## src/rtl/varint_field_record_parser_defines.svh

```systemverilog
// Assertion macros for the varint field record parser.
// Depends on nothing; included by the top level, which supplies clk and rst_n.
`ifndef VARINT_FIELD_RECORD_PARSER_DEFINES_SVH
`define VARINT_FIELD_RECORD_PARSER_DEFINES_SVH

// Same-cycle implication, checked outside reset.
`define VFRP_ASSERT_NOW(lbl, ante, cons, msg) \
  lbl: assert property (@(posedge clk) disable iff (!rst_n) (ante) |-> (cons)) else $error(msg);

// Next-cycle implication, checked outside reset.
`define VFRP_ASSERT_NEXT(lbl, ante, cons, msg) \
  lbl: assert property (@(posedge clk) disable iff (!rst_n) (ante) |=> (cons)) else $error(msg);

`endif

```

## src/rtl/vfrp_pkg.sv

```systemverilog
// Shared types and constants for the varint field record parser.
// Used by vfrp_step and varint_field_record_parser; depends on nothing.
package vfrp_pkg;

  localparam int FIELD_COUNT_BITS_DEF = 16;
  localparam int OUT_TDATA_W          = 64;
  localparam int VARINT_LAST_POS      = 4;   // fifth byte of a varint

  // Byte roles reported on the result channel.
  localparam logic [2:0] ROLE_NAME_LEN  = 3'd0;
  localparam logic [2:0] ROLE_NAME      = 3'd1;
  localparam logic [2:0] ROLE_VALUE_LEN = 3'd2;
  localparam logic [2:0] ROLE_VALUE     = 3'd3;
  localparam logic [2:0] ROLE_UPDATED   = 3'd4;
  localparam logic [2:0] ROLE_EXISTS    = 3'd5;
  localparam logic [2:0] ROLE_IGNORED   = 3'd6;

  // Sticky record error codes.
  localparam logic [1:0] ERR_NONE      = 2'd0;
  localparam logic [1:0] ERR_TRUNCATED = 2'd1;
  localparam logic [1:0] ERR_OVERLONG  = 2'd2;

  localparam logic MODE_PRODUCTION = 1'b0;

  typedef enum logic [5:0] {
    PH_START  = 6'b000001,
    PH_NAME   = 6'b000010,
    PH_VLEN   = 6'b000100,
    PH_VALUE  = 6'b001000,
    PH_UPD    = 6'b010000,
    PH_IGNORE = 6'b100000
  } phase_t;

  typedef struct packed {
    phase_t      phase;
    logic [2:0]  pos;
    logic [31:0] acc;
    logic [31:0] remaining;
    logic [1:0]  err;
  } parse_state_t;

  typedef struct packed {
    logic [7:0]  byte_out;
    logic [2:0]  byte_role;
    logic [15:0] field_number;
    logic        field_end;
    logic        field_exists;
    logic        field_updated;
    logic [31:0] length_value;
    logic        length_done;
    logic        record_end;
    logic [1:0]  error_code;
  } result_t;

  localparam parse_state_t STATE_RESET = '{
    phase:     PH_START,
    pos:       3'd0,
    acc:       32'd0,
    remaining: 32'd0,
    err:       ERR_NONE
  };

endpackage

```

## src/rtl/varint_field_record_parser.sv

```systemverilog
// Varint length-prefixed field record parser, top level.
// Depends on vfrp_pkg, vfrp_step and varint_field_record_parser_defines.svh.
//
// Usage: a serialized record enters one byte per beat on the in_ stream.
// in_tdata carries the byte, in_tuser says the byte is present (clear only
// to close an empty record), in_tlast ends the record. Every input beat gives
// exactly one output beat that echoes the byte and tags it with its role in
// the field, the field index, field completion flags, any decoded length and
// the sticky error code of the record; out_tlast repeats in_tlast.
// The format is chosen by cfg_wr_en/cfg_wr_data (0 production layout with
// names, 1 consumption layout with exists flags); write it only while idle.
//
// Pipeline: an accepted beat passes through the input register and then the
// result register before it appears on out_.
// Throughput is one beat per clock while out_tready is high: the parse state
// is read and rewritten by the combinational step logic between the two registers.
// Reset (rst_n low, synchronous) empties both registers, returns the parser
// to the start of a record and selects production layout.
// When the receiver stalls, the result register holds its beat, the input
// register fills, and in_tready drops until out_tready returns.
`include "varint_field_record_parser_defines.svh"

module varint_field_record_parser #(
  parameter int FIELD_COUNT_BITS = vfrp_pkg::FIELD_COUNT_BITS_DEF
) (
  input  logic                             clk,
  input  logic                             rst_n,
  input  logic                             cfg_wr_en,
  input  logic                             cfg_wr_data,  // format_mode
  input  logic                             in_tvalid,
  output logic                             in_tready,
  input  logic [7:0]                       in_tdata,     // [7:0] data_byte
  input  logic                             in_tuser,     // [0] byte_present
  input  logic                             in_tlast,     // last_byte
  output logic                             out_tvalid,
  input  logic                             out_tready,
  // [7:0] byte_out, [23:8] field_number, [24] field_end, [25] field_exists,
  // [26] field_updated, [58:27] length_value, [59] length_done,
  // [61:60] error_code, [63:62] zero
  output logic [vfrp_pkg::OUT_TDATA_W-1:0] out_tdata,
  output logic [2:0]                       out_tuser,    // [2:0] byte_role
  output logic                             out_tlast     // record_end
);

  // Format register.
  logic mode_r;

  // Input register stage.
  logic       s1_valid_r;
  logic [7:0] s1_byte_r;
  logic       s1_present_r;
  logic       s1_last_r;
  logic       s1_fire;

  // Parse state carried across bytes of a record.
  vfrp_pkg::parse_state_t   state_r;
  vfrp_pkg::parse_state_t   state_nxt;
  logic [FIELD_COUNT_BITS-1:0] cnt_r;
  logic [FIELD_COUNT_BITS-1:0] cnt_nxt;

  // Result register stage.
  logic              out_valid_r;
  vfrp_pkg::result_t res_nxt;
  vfrp_pkg::result_t res_r;

  // The input stage moves on whenever the result register is empty or drains.
  assign s1_fire   = s1_valid_r && (!out_valid_r || out_tready);
  assign in_tready = !s1_valid_r || s1_fire;

  always_ff @(posedge clk) begin
    if (!rst_n) begin
      mode_r <= vfrp_pkg::MODE_PRODUCTION;
    end else if (cfg_wr_en) begin
      mode_r <= cfg_wr_data;
    end
  end

  always_ff @(posedge clk) begin
    if (!rst_n) begin
      s1_valid_r <= 1'b0;
    end else if (in_tready) begin
      s1_valid_r <= in_tvalid;
    end
  end

  always_ff @(posedge clk) begin
    if (in_tvalid && in_tready) begin
      s1_byte_r    <= in_tdata;
      s1_present_r <= in_tuser;
      s1_last_r    <= in_tlast;
    end
  end

  vfrp_step #(
    .CNT_W (FIELD_COUNT_BITS)
  ) u_step (
    .present   (s1_present_r),
    .data_byte (s1_byte_r),
    .last      (s1_last_r),
    .mode      (mode_r),
    .cur       (state_r),
    .cnt       (cnt_r),
    .nxt       (state_nxt),
    .cnt_nxt   (cnt_nxt),
    .res       (res_nxt)
  );

  // Parse state advances only when a byte leaves the input stage.
  always_ff @(posedge clk) begin
    if (!rst_n) begin
      state_r <= vfrp_pkg::STATE_RESET;
      cnt_r   <= '0;
    end else if (s1_fire) begin
      state_r <= state_nxt;
      cnt_r   <= cnt_nxt;
    end
  end

  always_ff @(posedge clk) begin
    if (!rst_n) begin
      out_valid_r <= 1'b0;
    end else if (!out_valid_r || out_tready) begin
      out_valid_r <= s1_valid_r;
    end
  end

  always_ff @(posedge clk) begin
    if (s1_fire) begin
      res_r <= res_nxt;
    end
  end

  assign out_tvalid = out_valid_r;
  assign out_tuser  = res_r.byte_role;
  assign out_tlast  = res_r.record_end;
  assign out_tdata  = {2'b00,
                       res_r.error_code,
                       res_r.length_done,
                       res_r.length_value,
                       res_r.field_updated,
                       res_r.field_exists,
                       res_r.field_end,
                       res_r.field_number,
                       res_r.byte_out};

  // A decoded length is only ever reported on a length byte.
  `VFRP_ASSERT_NOW(a_len_role, out_valid_r && res_r.length_done, res_r.byte_role == vfrp_pkg::ROLE_NAME_LEN || res_r.byte_role == vfrp_pkg::ROLE_VALUE_LEN, "length reported on a non-length byte")

  // A field can only close on its updated flag or on an absent exists flag.
  `VFRP_ASSERT_NOW(a_end_role, out_valid_r && res_r.field_end, res_r.byte_role == vfrp_pkg::ROLE_UPDATED || res_r.byte_role == vfrp_pkg::ROLE_EXISTS, "field closed on a wrong byte role")

  // The error code never takes the unused encoding.
  `VFRP_ASSERT_NOW(a_err_code, out_valid_r, res_r.error_code != 2'b11, "illegal error code")

  // Ending a record returns the parser to the start of a fresh record.
  `VFRP_ASSERT_NEXT(a_rec_clear, s1_fire && s1_last_r, state_r.phase == vfrp_pkg::PH_START && state_r.pos == 3'd0 && state_r.err == vfrp_pkg::ERR_NONE && cnt_r == '0, "record state not cleared after last beat")

endmodule

```

## src/rtl/vfrp_step.sv

```systemverilog
// Combinational next-state and result logic for one record byte.
// Depends on vfrp_pkg; instantiated by varint_field_record_parser.
module vfrp_step #(
  parameter int CNT_W = vfrp_pkg::FIELD_COUNT_BITS_DEF
) (
  input  logic                   present,
  input  logic [7:0]             data_byte,
  input  logic                   last,
  input  logic                   mode,
  input  vfrp_pkg::parse_state_t cur,
  input  logic [CNT_W-1:0]       cnt,
  output vfrp_pkg::parse_state_t nxt,
  output logic [CNT_W-1:0]       cnt_nxt,
  output vfrp_pkg::result_t      res
);

  logic [31:0] acc_add;
  logic [31:0] acc_new;
  logic [31:0] rem_dec;
  logic [CNT_W-1:0] cnt_sat;

  always_comb begin
    case (cur.pos)
      3'd0:    acc_add = {25'd0, data_byte[6:0]};
      3'd1:    acc_add = {18'd0, data_byte[6:0], 7'd0};
      3'd2:    acc_add = {11'd0, data_byte[6:0], 14'd0};
      3'd3:    acc_add = {4'd0, data_byte[6:0], 21'd0};
      default: acc_add = {data_byte[3:0], 28'd0};
    endcase
  end

  assign acc_new = cur.acc | acc_add;
  assign rem_dec = (cur.remaining != 32'd0) ? cur.remaining - 32'd1 : 32'd0;
  // The field count saturates at all ones.
  assign cnt_sat = (cnt != {CNT_W{1'b1}}) ? cnt + 1'b1 : cnt;

  always_comb begin
    nxt                = cur;
    cnt_nxt            = cnt;
    res.byte_out       = present ? data_byte : 8'd0;
    res.byte_role      = vfrp_pkg::ROLE_IGNORED;
    res.field_number   = 16'(cnt);
    res.field_end      = 1'b0;
    res.field_exists   = 1'b0;
    res.field_updated  = 1'b0;
    res.length_value   = 32'd0;
    res.length_done    = 1'b0;
    res.record_end     = last;
    res.error_code     = cur.err;

    if (present && cur.phase != vfrp_pkg::PH_IGNORE) begin
      case (cur.phase)
        vfrp_pkg::PH_NAME, vfrp_pkg::PH_VALUE: begin
          res.byte_role = (cur.phase == vfrp_pkg::PH_NAME) ? vfrp_pkg::ROLE_NAME
                                                           : vfrp_pkg::ROLE_VALUE;
          nxt.remaining = rem_dec;
          if (rem_dec == 32'd0) begin
            nxt.phase = (cur.phase == vfrp_pkg::PH_NAME) ? vfrp_pkg::PH_VLEN
                                                         : vfrp_pkg::PH_UPD;
          end
        end
        default: begin
          // Varint bytes: field start, value length or updated flag.
          case (cur.phase)
            vfrp_pkg::PH_START: res.byte_role = (mode == vfrp_pkg::MODE_PRODUCTION)
                                               ? vfrp_pkg::ROLE_NAME_LEN
                                               : vfrp_pkg::ROLE_EXISTS;
            vfrp_pkg::PH_VLEN:  res.byte_role = vfrp_pkg::ROLE_VALUE_LEN;
            default:            res.byte_role = vfrp_pkg::ROLE_UPDATED;
          endcase
          if (!data_byte[7]) begin
            nxt.pos = 3'd0;
            nxt.acc = 32'd0;
            case (cur.phase)
              vfrp_pkg::PH_START: begin
                if (mode == vfrp_pkg::MODE_PRODUCTION) begin
                  res.length_done  = 1'b1;
                  res.length_value = acc_new;
                  if (acc_new != 32'd0) begin
                    nxt.remaining = acc_new;
                    nxt.phase     = vfrp_pkg::PH_NAME;
                  end else begin
                    nxt.phase = vfrp_pkg::PH_VLEN;
                  end
                end else if (acc_new == 32'd0) begin
                  // Absent field: it ends on its exists flag.
                  res.field_end = 1'b1;
                  cnt_nxt       = cnt_sat;
                  nxt.phase     = vfrp_pkg::PH_START;
                end else begin
                  nxt.phase = vfrp_pkg::PH_VLEN;
                end
              end
              vfrp_pkg::PH_VLEN: begin
                res.length_done  = 1'b1;
                res.length_value = acc_new;
                if (acc_new != 32'd0) begin
                  nxt.remaining = acc_new;
                  nxt.phase     = vfrp_pkg::PH_VALUE;
                end else begin
                  nxt.phase = vfrp_pkg::PH_UPD;
                end
              end
              default: begin
                res.field_end     = 1'b1;
                res.field_exists  = 1'b1;
                res.field_updated = (acc_new != 32'd0);
                cnt_nxt           = cnt_sat;
                nxt.phase         = vfrp_pkg::PH_START;
              end
            endcase
          end else if (cur.pos >= 3'(vfrp_pkg::VARINT_LAST_POS)) begin
            nxt.pos   = 3'd0;
            nxt.acc   = 32'd0;
            nxt.err   = vfrp_pkg::ERR_OVERLONG;
            nxt.phase = vfrp_pkg::PH_IGNORE;
          end else begin
            nxt.pos = cur.pos + 3'd1;
            nxt.acc = acc_new;
          end
        end
      endcase
    end

    res.error_code = nxt.err;
    if (last) begin
      if (nxt.err == vfrp_pkg::ERR_NONE &&
          (nxt.phase != vfrp_pkg::PH_START || nxt.pos != 3'd0)) begin
        res.error_code = vfrp_pkg::ERR_TRUNCATED;
      end
      nxt     = vfrp_pkg::STATE_RESET;
      cnt_nxt = '0;
    end
  end

endmodule

```

## config.mk

```make
export PLATFORM = sky130hd
export DESIGN_NAME = varint_field_record_parser
export DESIGN_NICKNAME = d
export VERILOG_FILES = /design/src/rtl/vfrp_pkg.sv /design/src/rtl/varint_field_record_parser.sv /design/src/rtl/vfrp_step.sv
export VERILOG_INCLUDE_DIRS = /design/src /design/src/rtl
export SDC_FILE = /design/constraint.sdc
export NUM_CORES = 1
export LEC_CHECK = 0
export BUFFER_PORTS_ARGS = -buffer_cell sky130_fd_sc_hd__buf_4
export CAP_MARGIN = 5
export CORE_AREA = 2 2 193 195
export CTS_CLUSTER_DIAMETER = 40
export DETAILED_ROUTE_END_ITERATION = 8
export DIE_AREA = 0 0 195 197
export GPL_TIMING_DRIVEN = 0
export SLEW_MARGIN = 15
export SYNTH_ARGS = -nofsm -noshare
export SYNTH_HDL_FRONTEND = slang
export SYNTH_HIERARCHICAL = 1
export SYNTH_SLANG_ARGS = --single-unit
```

## constraint.sdc

```tcl
create_clock -name clk -period 9.2 [get_ports clk]
set_clock_uncertainty 0.15 [all_clocks]
set_input_delay 1.38 -clock clk [delete_from_list [all_inputs] [get_ports clk]]
set_output_delay 1.38 -clock clk [all_outputs]
set_load 0.02 [all_outputs]
```

==> run summary, run 1 <==
Data on the critical path is required at its endpoint by 9.43 ns. The worst path in the final design needs a cycle of 4.409 ns, including I/O delays and setup. The layout-stage area growth over the synthesis result is 16.78%. The total routing usage reported by global routing is 19.78%. The logs give 170 for the clock net sink count and 226.8 MHz for the upper clock frequency limit. The vias after detailed routing is 10480. The run gives 1426 as the number of nets in the layout.

For the pin with the worst max-slew slack, the measured transition is 0.9377 ns. The first global-routing pass estimated 58530 um of wire. The headroom to the max-slew limit was 36.91%; the floorplan die width was 195 um. For the post-synthesis instance area, the log shows 10770 um^2. The initial antenna violation count was 0; the biggest fanout along the worst timing path was 10.

The tools report the end of the worst hold path as state_r[9]$_SDFFE_PN0P_. The number of setup violations in the final report is 0. The worst setup path is captured at a flop. The detail route stage leaves a number of antenna-violating nets equal to 0. The number of slew-limit violations in the final report came out at 0.

The endpoint of the lowest-slack register-to-register path was state_r[19]$_SDFFE_PN0P_. Once the floorplan was initialized, standard cells occupied 29.71% of the core. The cell accounting for the most synthesized area is sky130_fd_sc_hd__edfxtp_1. The floorplan step defined a die boundary enclosing 38420 um^2. Summed over all layers, the routed wires come to 38360 um. Counting cells, the worst reg-to-reg path comes to 14. The number of DRC markers in iteration 0 was 1205.

In the post-synthesis netlist, the biggest area contributors are sky130_fd_sc_hd__edfxtp_1 (21%), sky130_fd_sc_hd__dfxtp_1 (17%), sky130_fd_sc_hd__mux2i_1 (9.5%). In this run, CTS created clock tree buffers numbering 17. The worst reg-to-reg setup slack came out at 4.79 ns. The H-tree generated during clock tree synthesis spans 4 levels. The cell count after synthesis came out at 1299. In this run the static leakage power is 4.459 nW.

Clock-pin slew on the worst setup and hold paths: 0.08 ns. The maximum number of pins on one net before global-route repair was 76. I/O pin count: 86. The first-pass detailed-route iteration total came out at 6. In this run the tool buffered the top-level ports with 82 buffer cells. For this run, asynchronously set or reset flops after synthesis account for 0%. The worst hold path was traced through 2 stages.

Summing all flip-flop and latch instances after layout gives 4164 um^2. The Yosys step of the flow raised 6 warnings. Clock latency on the worst-skew pair, taken at its later pin, is 0.46 ns. After detailed routing, the average wire length per cell comes to 20.38 um.

Summed over its instances, the top area cell type makes up 21.18% of the synthesized netlist area. Across all setup checks in the final design, the least slack found is 4.791 ns. The area taken by multi-input logic gates came out at 5802 um^2. The tools report the max-cap check violation count as 0. The synthesized design contains 170 register bits.

Counting flops with a built-in enable in the synthesized netlist gives 76. Measured on the finished design, the core utilization comes to 34.70%. The tools report the post-CTS setup repair buffer count as 0. The run gives 0.9573 as the global placer's final weighted congestion. The startpoint identified for the worst register-to-register timing path is state_r[68]$_SDFFE_PN0P_. The number of different library cells used by synthesis comes to 93.

The via count of the first global-routing pass was 9829; the power after layout was 1.839 mW. Global-route congestion overflow total: 0. Sum of negative setup slack: 0 ns.

STA classifies the critical path startpoint as a flop. Setup repair after global routing left no endpoint under its margin. After detailed routing, the number of vias per cell comes to 5.569. The antenna diode count was 0; the per-instance average area after synthesis was 8.293 um^2. The worst path uses 47.93% of the clock period.

The worst hold-check path type was flop to flop. The tree is rooted in a sky130_fd_sc_hd__clkbuf_16. TritonCTS built the clock tree.

Power spread over the standard cell area amounts to 146.2 nW/um^2. For the hold buffer count at CTS, the log shows 0. The DRC violation count after routing is 0.

Arrival time at the worst endpoint: 4.64 ns. IR analysis of the VDD net gives a maximum drop of 0.1153 mV. The flow ran to the end, and the final reports show no timing, DRC or antenna violations.

The run gives 0 as the count of endpoints failing hold in the final timing report. The start-to-end type of the worst setup path is flop to flop. In the final layout, the share of cells above drive strength 1 is 14.64%. For the total half-perimeter wirelength after legalization and detailed placement, the log shows 27860 um. The number of placement rows is 70. In the synthesized netlist the dominant register cell turns out to be sky130_fd_sc_hd__dfxtp_1. The number of fillers in the final layout was 3826; the clock tree buffer depth was 2.

The die is 197 um tall. The hold path startpoint is state_r[9]$_SDFFE_PN0P_. The number of cells upsized or downsized after cts came out at 0. In this run the standard cell core region covers 36260 um^2. Summing the sequential cell areas from Yosys gives 38.65% of the chip area.

The tools report the worst setup timing slack at the placement stage as 5.001 ns.
-- state kept, by name, summed over array words and instances, names as in the netlist --
signal,flops
s1_valid_r,1
s1_present_r,1
state_r,75
out_tdata,62
out_tlast,1
out_tvalid,1
s1_last_r,1
s1_byte_r,8
mode_r,1
out_tuser,3
cnt_r,16
-- cell families after synthesis --
kind of cell               Yosys count  synth area share (%)
AOI/OAI and AO/OA                  280                 16.40
xor gates and xnor gates            14                 1.138
adders and majority gates            9                 1.045
buffers and inverters              143                 7.526
DFF                                170                 38.65
muxes                              103                 9.582
other                                1               0.03481
and+or+nand+nor                    579                 25.62
-- layout by cell type, fill, tap and decap left out, types with 15 or more instances in the layout --
cell type / instances
sky130_fd_sc_hd__a211oi_1: 18
sky130_fd_sc_hd__a21oi_1: 99
sky130_fd_sc_hd__a31oi_1: 21
sky130_fd_sc_hd__and2_1: 18
sky130_fd_sc_hd__buf_2: 23
sky130_fd_sc_hd__buf_4: 104
sky130_fd_sc_hd__clkbuf_1: 52
sky130_fd_sc_hd__clkbuf_16: 17
sky130_fd_sc_hd__dfxtp_1: 94
sky130_fd_sc_hd__edfxtp_1: 76
sky130_fd_sc_hd__inv_1: 24
sky130_fd_sc_hd__mux2i_1: 102
sky130_fd_sc_hd__nand2_1: 239
sky130_fd_sc_hd__nand3_1: 15
sky130_fd_sc_hd__nor2_1: 171
sky130_fd_sc_hd__nor3_1: 24
sky130_fd_sc_hd__nor4_1: 21
sky130_fd_sc_hd__o21ai_0: 39
sky130_fd_sc_hd__o21ai_1: 27
-- worst max-delay path: stages, from the launching register on --
cell                        delay, ns
sky130_fd_sc_hd__dfxtp_1         0.51
sky130_fd_sc_hd__buf_2           0.28
sky130_fd_sc_hd__inv_1           0.11
sky130_fd_sc_hd__ha_1            0.21
sky130_fd_sc_hd__clkbuf_1        0.27
sky130_fd_sc_hd__a21oi_1         0.50
sky130_fd_sc_hd__o2111ai_1       0.24
sky130_fd_sc_hd__nor2_1          0.40
sky130_fd_sc_hd__a31oi_4         0.28
sky130_fd_sc_hd__buf_4           0.29
sky130_fd_sc_hd__o21ai_1         0.57
sky130_fd_sc_hd__a22oi_1         0.19
sky130_fd_sc_hd__nor2_1          0.14
sky130_fd_sc_hd__nand2_1         0.07
sky130_fd_sc_hd__mux2i_1         0.14
-- worst max path at each step --
stage                               endpoint                     start  cells after the start  slack [ns]
finish              state_r[19]$_SDFFE_PN0P_  state_r[68]$_SDFFE_PN0P_                     14        4.79
global route        state_r[29]$_SDFFE_PN0P_  state_r[68]$_SDFFE_PN0P_                     14        4.54
CTS                 state_r[19]$_SDFFE_PN0P_  state_r[68]$_SDFFE_PN0P_                     14        4.97
detailed placement  state_r[19]$_SDFFE_PN0P_  state_r[68]$_SDFFE_PN0P_                     14        5.00
global placement    state_r[19]$_SDFFE_PN0P_  state_r[68]$_SDFFE_PN0P_                     14        5.06
floorplan                          in_tready                out_tready                      3        5.93
-- Yosys cell counts (4+ instances only) --
library cell,n
sky130_fd_sc_hd__nor4_1,21
sky130_fd_sc_hd__o21ai_1,27
sky130_fd_sc_hd__edfxtp_1,76
sky130_fd_sc_hd__nor3_1,24
sky130_fd_sc_hd__buf_12,9
sky130_fd_sc_hd__ha_1,9
sky130_fd_sc_hd__nand2_1,239
sky130_fd_sc_hd__o211ai_1,6
sky130_fd_sc_hd__a21oi_1,99
sky130_fd_sc_hd__o22ai_1,10
sky130_fd_sc_hd__and4_1,4
sky130_fd_sc_hd__clkbuf_1,52
sky130_fd_sc_hd__mux2i_1,102
sky130_fd_sc_hd__a31oi_1,21
sky130_fd_sc_hd__buf_2,23
sky130_fd_sc_hd__nand4_1,11
sky130_fd_sc_hd__xnor2_1,5
sky130_fd_sc_hd__a22oi_1,12
sky130_fd_sc_hd__a311oi_1,5
sky130_fd_sc_hd__a211oi_1,18
sky130_fd_sc_hd__buf_1,9
sky130_fd_sc_hd__or4_1,5
sky130_fd_sc_hd__nor2b_1,8
sky130_fd_sc_hd__o21ai_0,39
sky130_fd_sc_hd__nand3_1,15
sky130_fd_sc_hd__and2_1,18
sky130_fd_sc_hd__and3_1,9
sky130_fd_sc_hd__o221ai_1,4
sky130_fd_sc_hd__nor2_1,171
sky130_fd_sc_hd__dfxtp_1,94
sky130_fd_sc_hd__buf_4,22
sky130_fd_sc_hd__nand2b_1,11
sky130_fd_sc_hd__nor4_2,4
sky130_fd_sc_hd__xor2_1,9
sky130_fd_sc_hd__inv_1,24
-- area by class of cell --
type	instances	share of cell area, %
sequential	170	33.10
multi-input combinational	987	46.12
buffer	117	5.659
inverter	26	0.7857
clock inverter	15	1.412
tap	468	4.654
clock buffer	17	3.381
timing repair buffer	82	4.893
-- layer usage --
metal  GRT usage, %  share of wire [%]  up-vias
li1               -                  -     4798
met1          27.73                 44     4987
met2          29.83                 43      599
met3          3.833                9.4       97
met4          8.001                3.7        0
met5              0                  0        -
-- stage by stage --
step | hold slack [ns] | cell area, um^2 | cells
2_1_floorplan | 0.2814 | 10780 | 1300
3_3_place_gp | 0.2911 | 11980 | 1850
3_5_place_dp | 0.2949 | 11980 | 1850
4_1_cts | 0.3097 | 12580 | 1882
5_1_grt | 0.3268 | 12580 | 1882
6_report | 0.3093 | 12580 | 1882
-- power breakdown --
group          leakage (nW)  internal (mW)  switching, mW
clock network         0.295          0.368          0.367
registers              1.51          0.805         0.0121
logic                  2.65         0.0937          0.193
Power figures use the tool's default switching activity.
==> inputs of run 2 (changes only) <==
Clock period 9.2 ns to 4.1 ns, I/O delays scaled along.
==> run 2 against run 1 <==
Compared with the run above:
- maximum frequency rose by 12%
- largest power group unchanged
- power rose by 120%
- core utilization rose by 0.086 points
- critical path depth did not move
- final area rose by 0.25%
- final cell count barely moved
- highest routed layer unchanged
- critical path type unchanged
==> run summary, run 2 (synthesis results as in run 1) <==
The run finished with clean final reports. Per report_power, the sequential group accounts for 44.4% of the total. For this design the total switching power over the nets is 1.285 mW. The number of setup violations in the final report was 0. At the worst endpoint, the arrival time is 4.16 ns.

The internal portion of the total power is 2.843 mW. The total wirelength of the detailed-routed design was 38350 um; the maximum number of pins on one net before global-route repair was 76. Clock-pin slew on the worst setup and hold paths: 0.08 ns. Of the cells placed in the final design, the portion with a size suffix greater than 1 is 14.93%. The worst stage delay on the critical path was 0.59 ns; the worst supply voltage drop on vdd was 0.2594 mV.

Leaving out fill and tap cells, the most frequent cell in the layout is sky130_fd_sc_hd__nand2_1. The register with the most flip-flops in the layout has 75 of them. Before CTS, the worst setup slack after placement is -0.09937 ns. Summing all flip-flop and latch instances after layout gives 4164 um^2.

The final layout contains 1425 nets. In this run, the number of DRC markers left after iteration 0 of detailed routing was 1234. Static timing analysis puts the maximum clock frequency at 254.2 MHz.

Number of slew-limit violations in the final report: 0. Slowest cell on the critical path: sky130_fd_sc_hd__ha_1. In the layout the commonest cells are sky130_fd_sc_hd__nand2_1 (239), sky130_fd_sc_hd__nor2_1 (170), sky130_fd_sc_hd__buf_4 (104), sky130_fd_sc_hd__mux2i_1 (102), sky130_fd_sc_hd__a21oi_1 (97).

For the number of placement rows, the log shows 70. The worst pin sits at a relative slew slack of 37.20%. The number of fillers in the final layout is 3819, and the global-route congestion overflow total is 0.

The routed length per instance works out to 20.39 um. The total die area was 38420 um^2; the total routing usage reported by global routing was 19.79%. The post-CTS setup repair buffer count was 0.

The count of buffers from port buffering is 82, and the final critical-path share of the clock period is 95.97%. 0 antenna diodes ended up in the layout. For the pin with the worst max-slew slack, the measured transition is 0.9334 ns.

The clock period minus worst slack came out at 3.935 ns. STA classifies the critical path startpoint as a flop. The signal on the critical path passes through buf_2 > inv_1 > ha_1 > o22ai_1 > a221o_1 > and4_4 > a31oi_4 > buf_2 > nor2_1 > o32ai_1 > a22oi_1 > nor2_1 > nand2_1 > mux2i_1. The area inside the core boundary was 36260 um^2. The number of hold buffers added after CTS was 0. For this design the ratio of total power to cell area is 327.3 nW/um^2. For the worst-skew pair, the clock arrives at the later sink with an insertion delay of 0.46 ns.

In this run, the clock network consumes 39.9% of the power. CTS placed an instance of sky130_fd_sc_hd__clkbuf_16 at the clock tree root. Initial antenna violation count: 0.

Type of destination of the critical path: a flop. Clock tree buffer depth: 2. The congestion estimate from routability-driven global placement came to 0.9573. The multi-input combinational cells in the finished layout cover a total of 5837 um^2. The max-cap check violation count was 0.

The leakage component of the power came out at 4.469 nW. Buffers inserted during clock tree synthesis total 17. 86 I/O pins were placed.

The final route contains 10380 vias. Floorplan die height: 197 um. Start-to-end type of the worst setup path: flop to flop.

The count of nets left with antenna violations once routing finished came out at 0. The worst hold-check path type is input pin to flop. In the routed layout, each cell is associated on average with a via count of 5.517. Net switching is 31.12% of the power.

The effective utilization at floorplan came out at 29.71%. Detailed placement finished with a half-perimeter wire length of 27860 um. Layout-stage area growth over the synthesis result: 17.07%.

TritonCTS built the clock tree. The tools report the number of levels the H-tree was split into as 4. From left edge to right edge, the die measures 195 um. The register with the most flip-flops in the final layout is state_r.

The via count of the first global-routing pass is 9831, and the part of the total power dissipated in combinational logic is 15.6%. Hold timing on the final database bottoms out at a slack of 0.1878 ns. Setup slack on the critical path of the routed design comes to 0.1654 ns. The biggest fanout along the worst timing path is 10, and the clock net sink count is 170. First-pass detailed-route iteration total: 6.

The first global-routing pass estimated 58550 um of wire. The tools report the DRC violation count after routing as 0. The count of endpoints failing hold in the final timing report was 0; the data required time at the worst endpoint was 4.32 ns.
-- run 2: critical path: cells and delay by family (launching register included) --
| family | cells | cell delay [ns] |
|---|---|---|
| buffers and inverters | 3 | 0.74 |
| adders and majority gates | 1 | 0.59 |
| muxes | 1 | 0.13 |
| DFF | 1 | 0.41 |
| and+or+nand+nor | 4 | 0.45 |
| AOI/OAI and AO/OA | 5 | 1.38 |
-- run 2: cell type report --
type | count | area share, %
Sequential cell | 170 | 33.02
Clock buffer | 17 | 3.373
Clock inverter | 15 | 1.409
Timing Repair Buffer | 82 | 4.881
Tap cell | 468 | 4.643
Inverter | 26 | 0.7837
Buffer | 116 | 5.615
Multi-Input combinational cell | 987 | 46.28
-- run 2: stage by stage --
stage	std cells	total power, mW	TNS [ns]	area (um^2)	util, %
6_report	1881	4.128	0	12610	34.78
5_1_grt	1881	4.275	-0.003256	12610	34.78
4_1_cts	1882	4.141	0	12590	34.73
3_5_place_dp	1850	2.500	-0.2319	11980	33.03
3_3_place_gp	1850	2.500	-0.03593	11980	33.03
2_1_floorplan	1300	2.281	0	10780	-
-- run 2: path summary, 6_finish.rpt --
path	start	to	slack [ns]	cells past startpoint
worst max-delay path	state_r[68]$_SDFFE_PN0P_	state_r[5]$_SDFFE_PN0P_	0.17	14
worst min-delay path	in_tdata[0]	s1_byte_r[0]$_DFFE_PP_	0.19	1
worst max register to register	state_r[68]$_SDFFE_PN0P_	state_r[5]$_SDFFE_PN0P_	0.17	14
worst min register to register	state_r[9]$_SDFFE_PN0P_	state_r[9]$_SDFFE_PN0P_	0.31	2
-- run 2: timing repair --
action / in CTS / in global routing
resized for setup: 3 / 4
setup endpoints to repair: 5 / 49
hold endpoints to repair: 0 / 0
-- run 2: power by group through the flow --
stage | registers [mW] | clock network (mW) | logic [mW]
floorplan | 1.89 | 0 | 0.387
global route | 1.84 | 1.76 | 0.682
detailed placement | 1.87 | 0 | 0.628
finish | 1.83 | 1.65 | 0.645
global placement | 1.87 | 0 | 0.628
CTS | 1.83 | 1.68 | 0.630
-- run 2: layer usage --
layer | GRT usage (%) | wire length, um | up-vias
met5 | 0 | 0 | -
met1 | 27.78 | 17090 | 4973
met4 | 8.001 | 1394 | 0
met2 | 29.79 | 16490 | 520
met3 | 3.850 | 3375 | 94
li1 | - | - | 4791
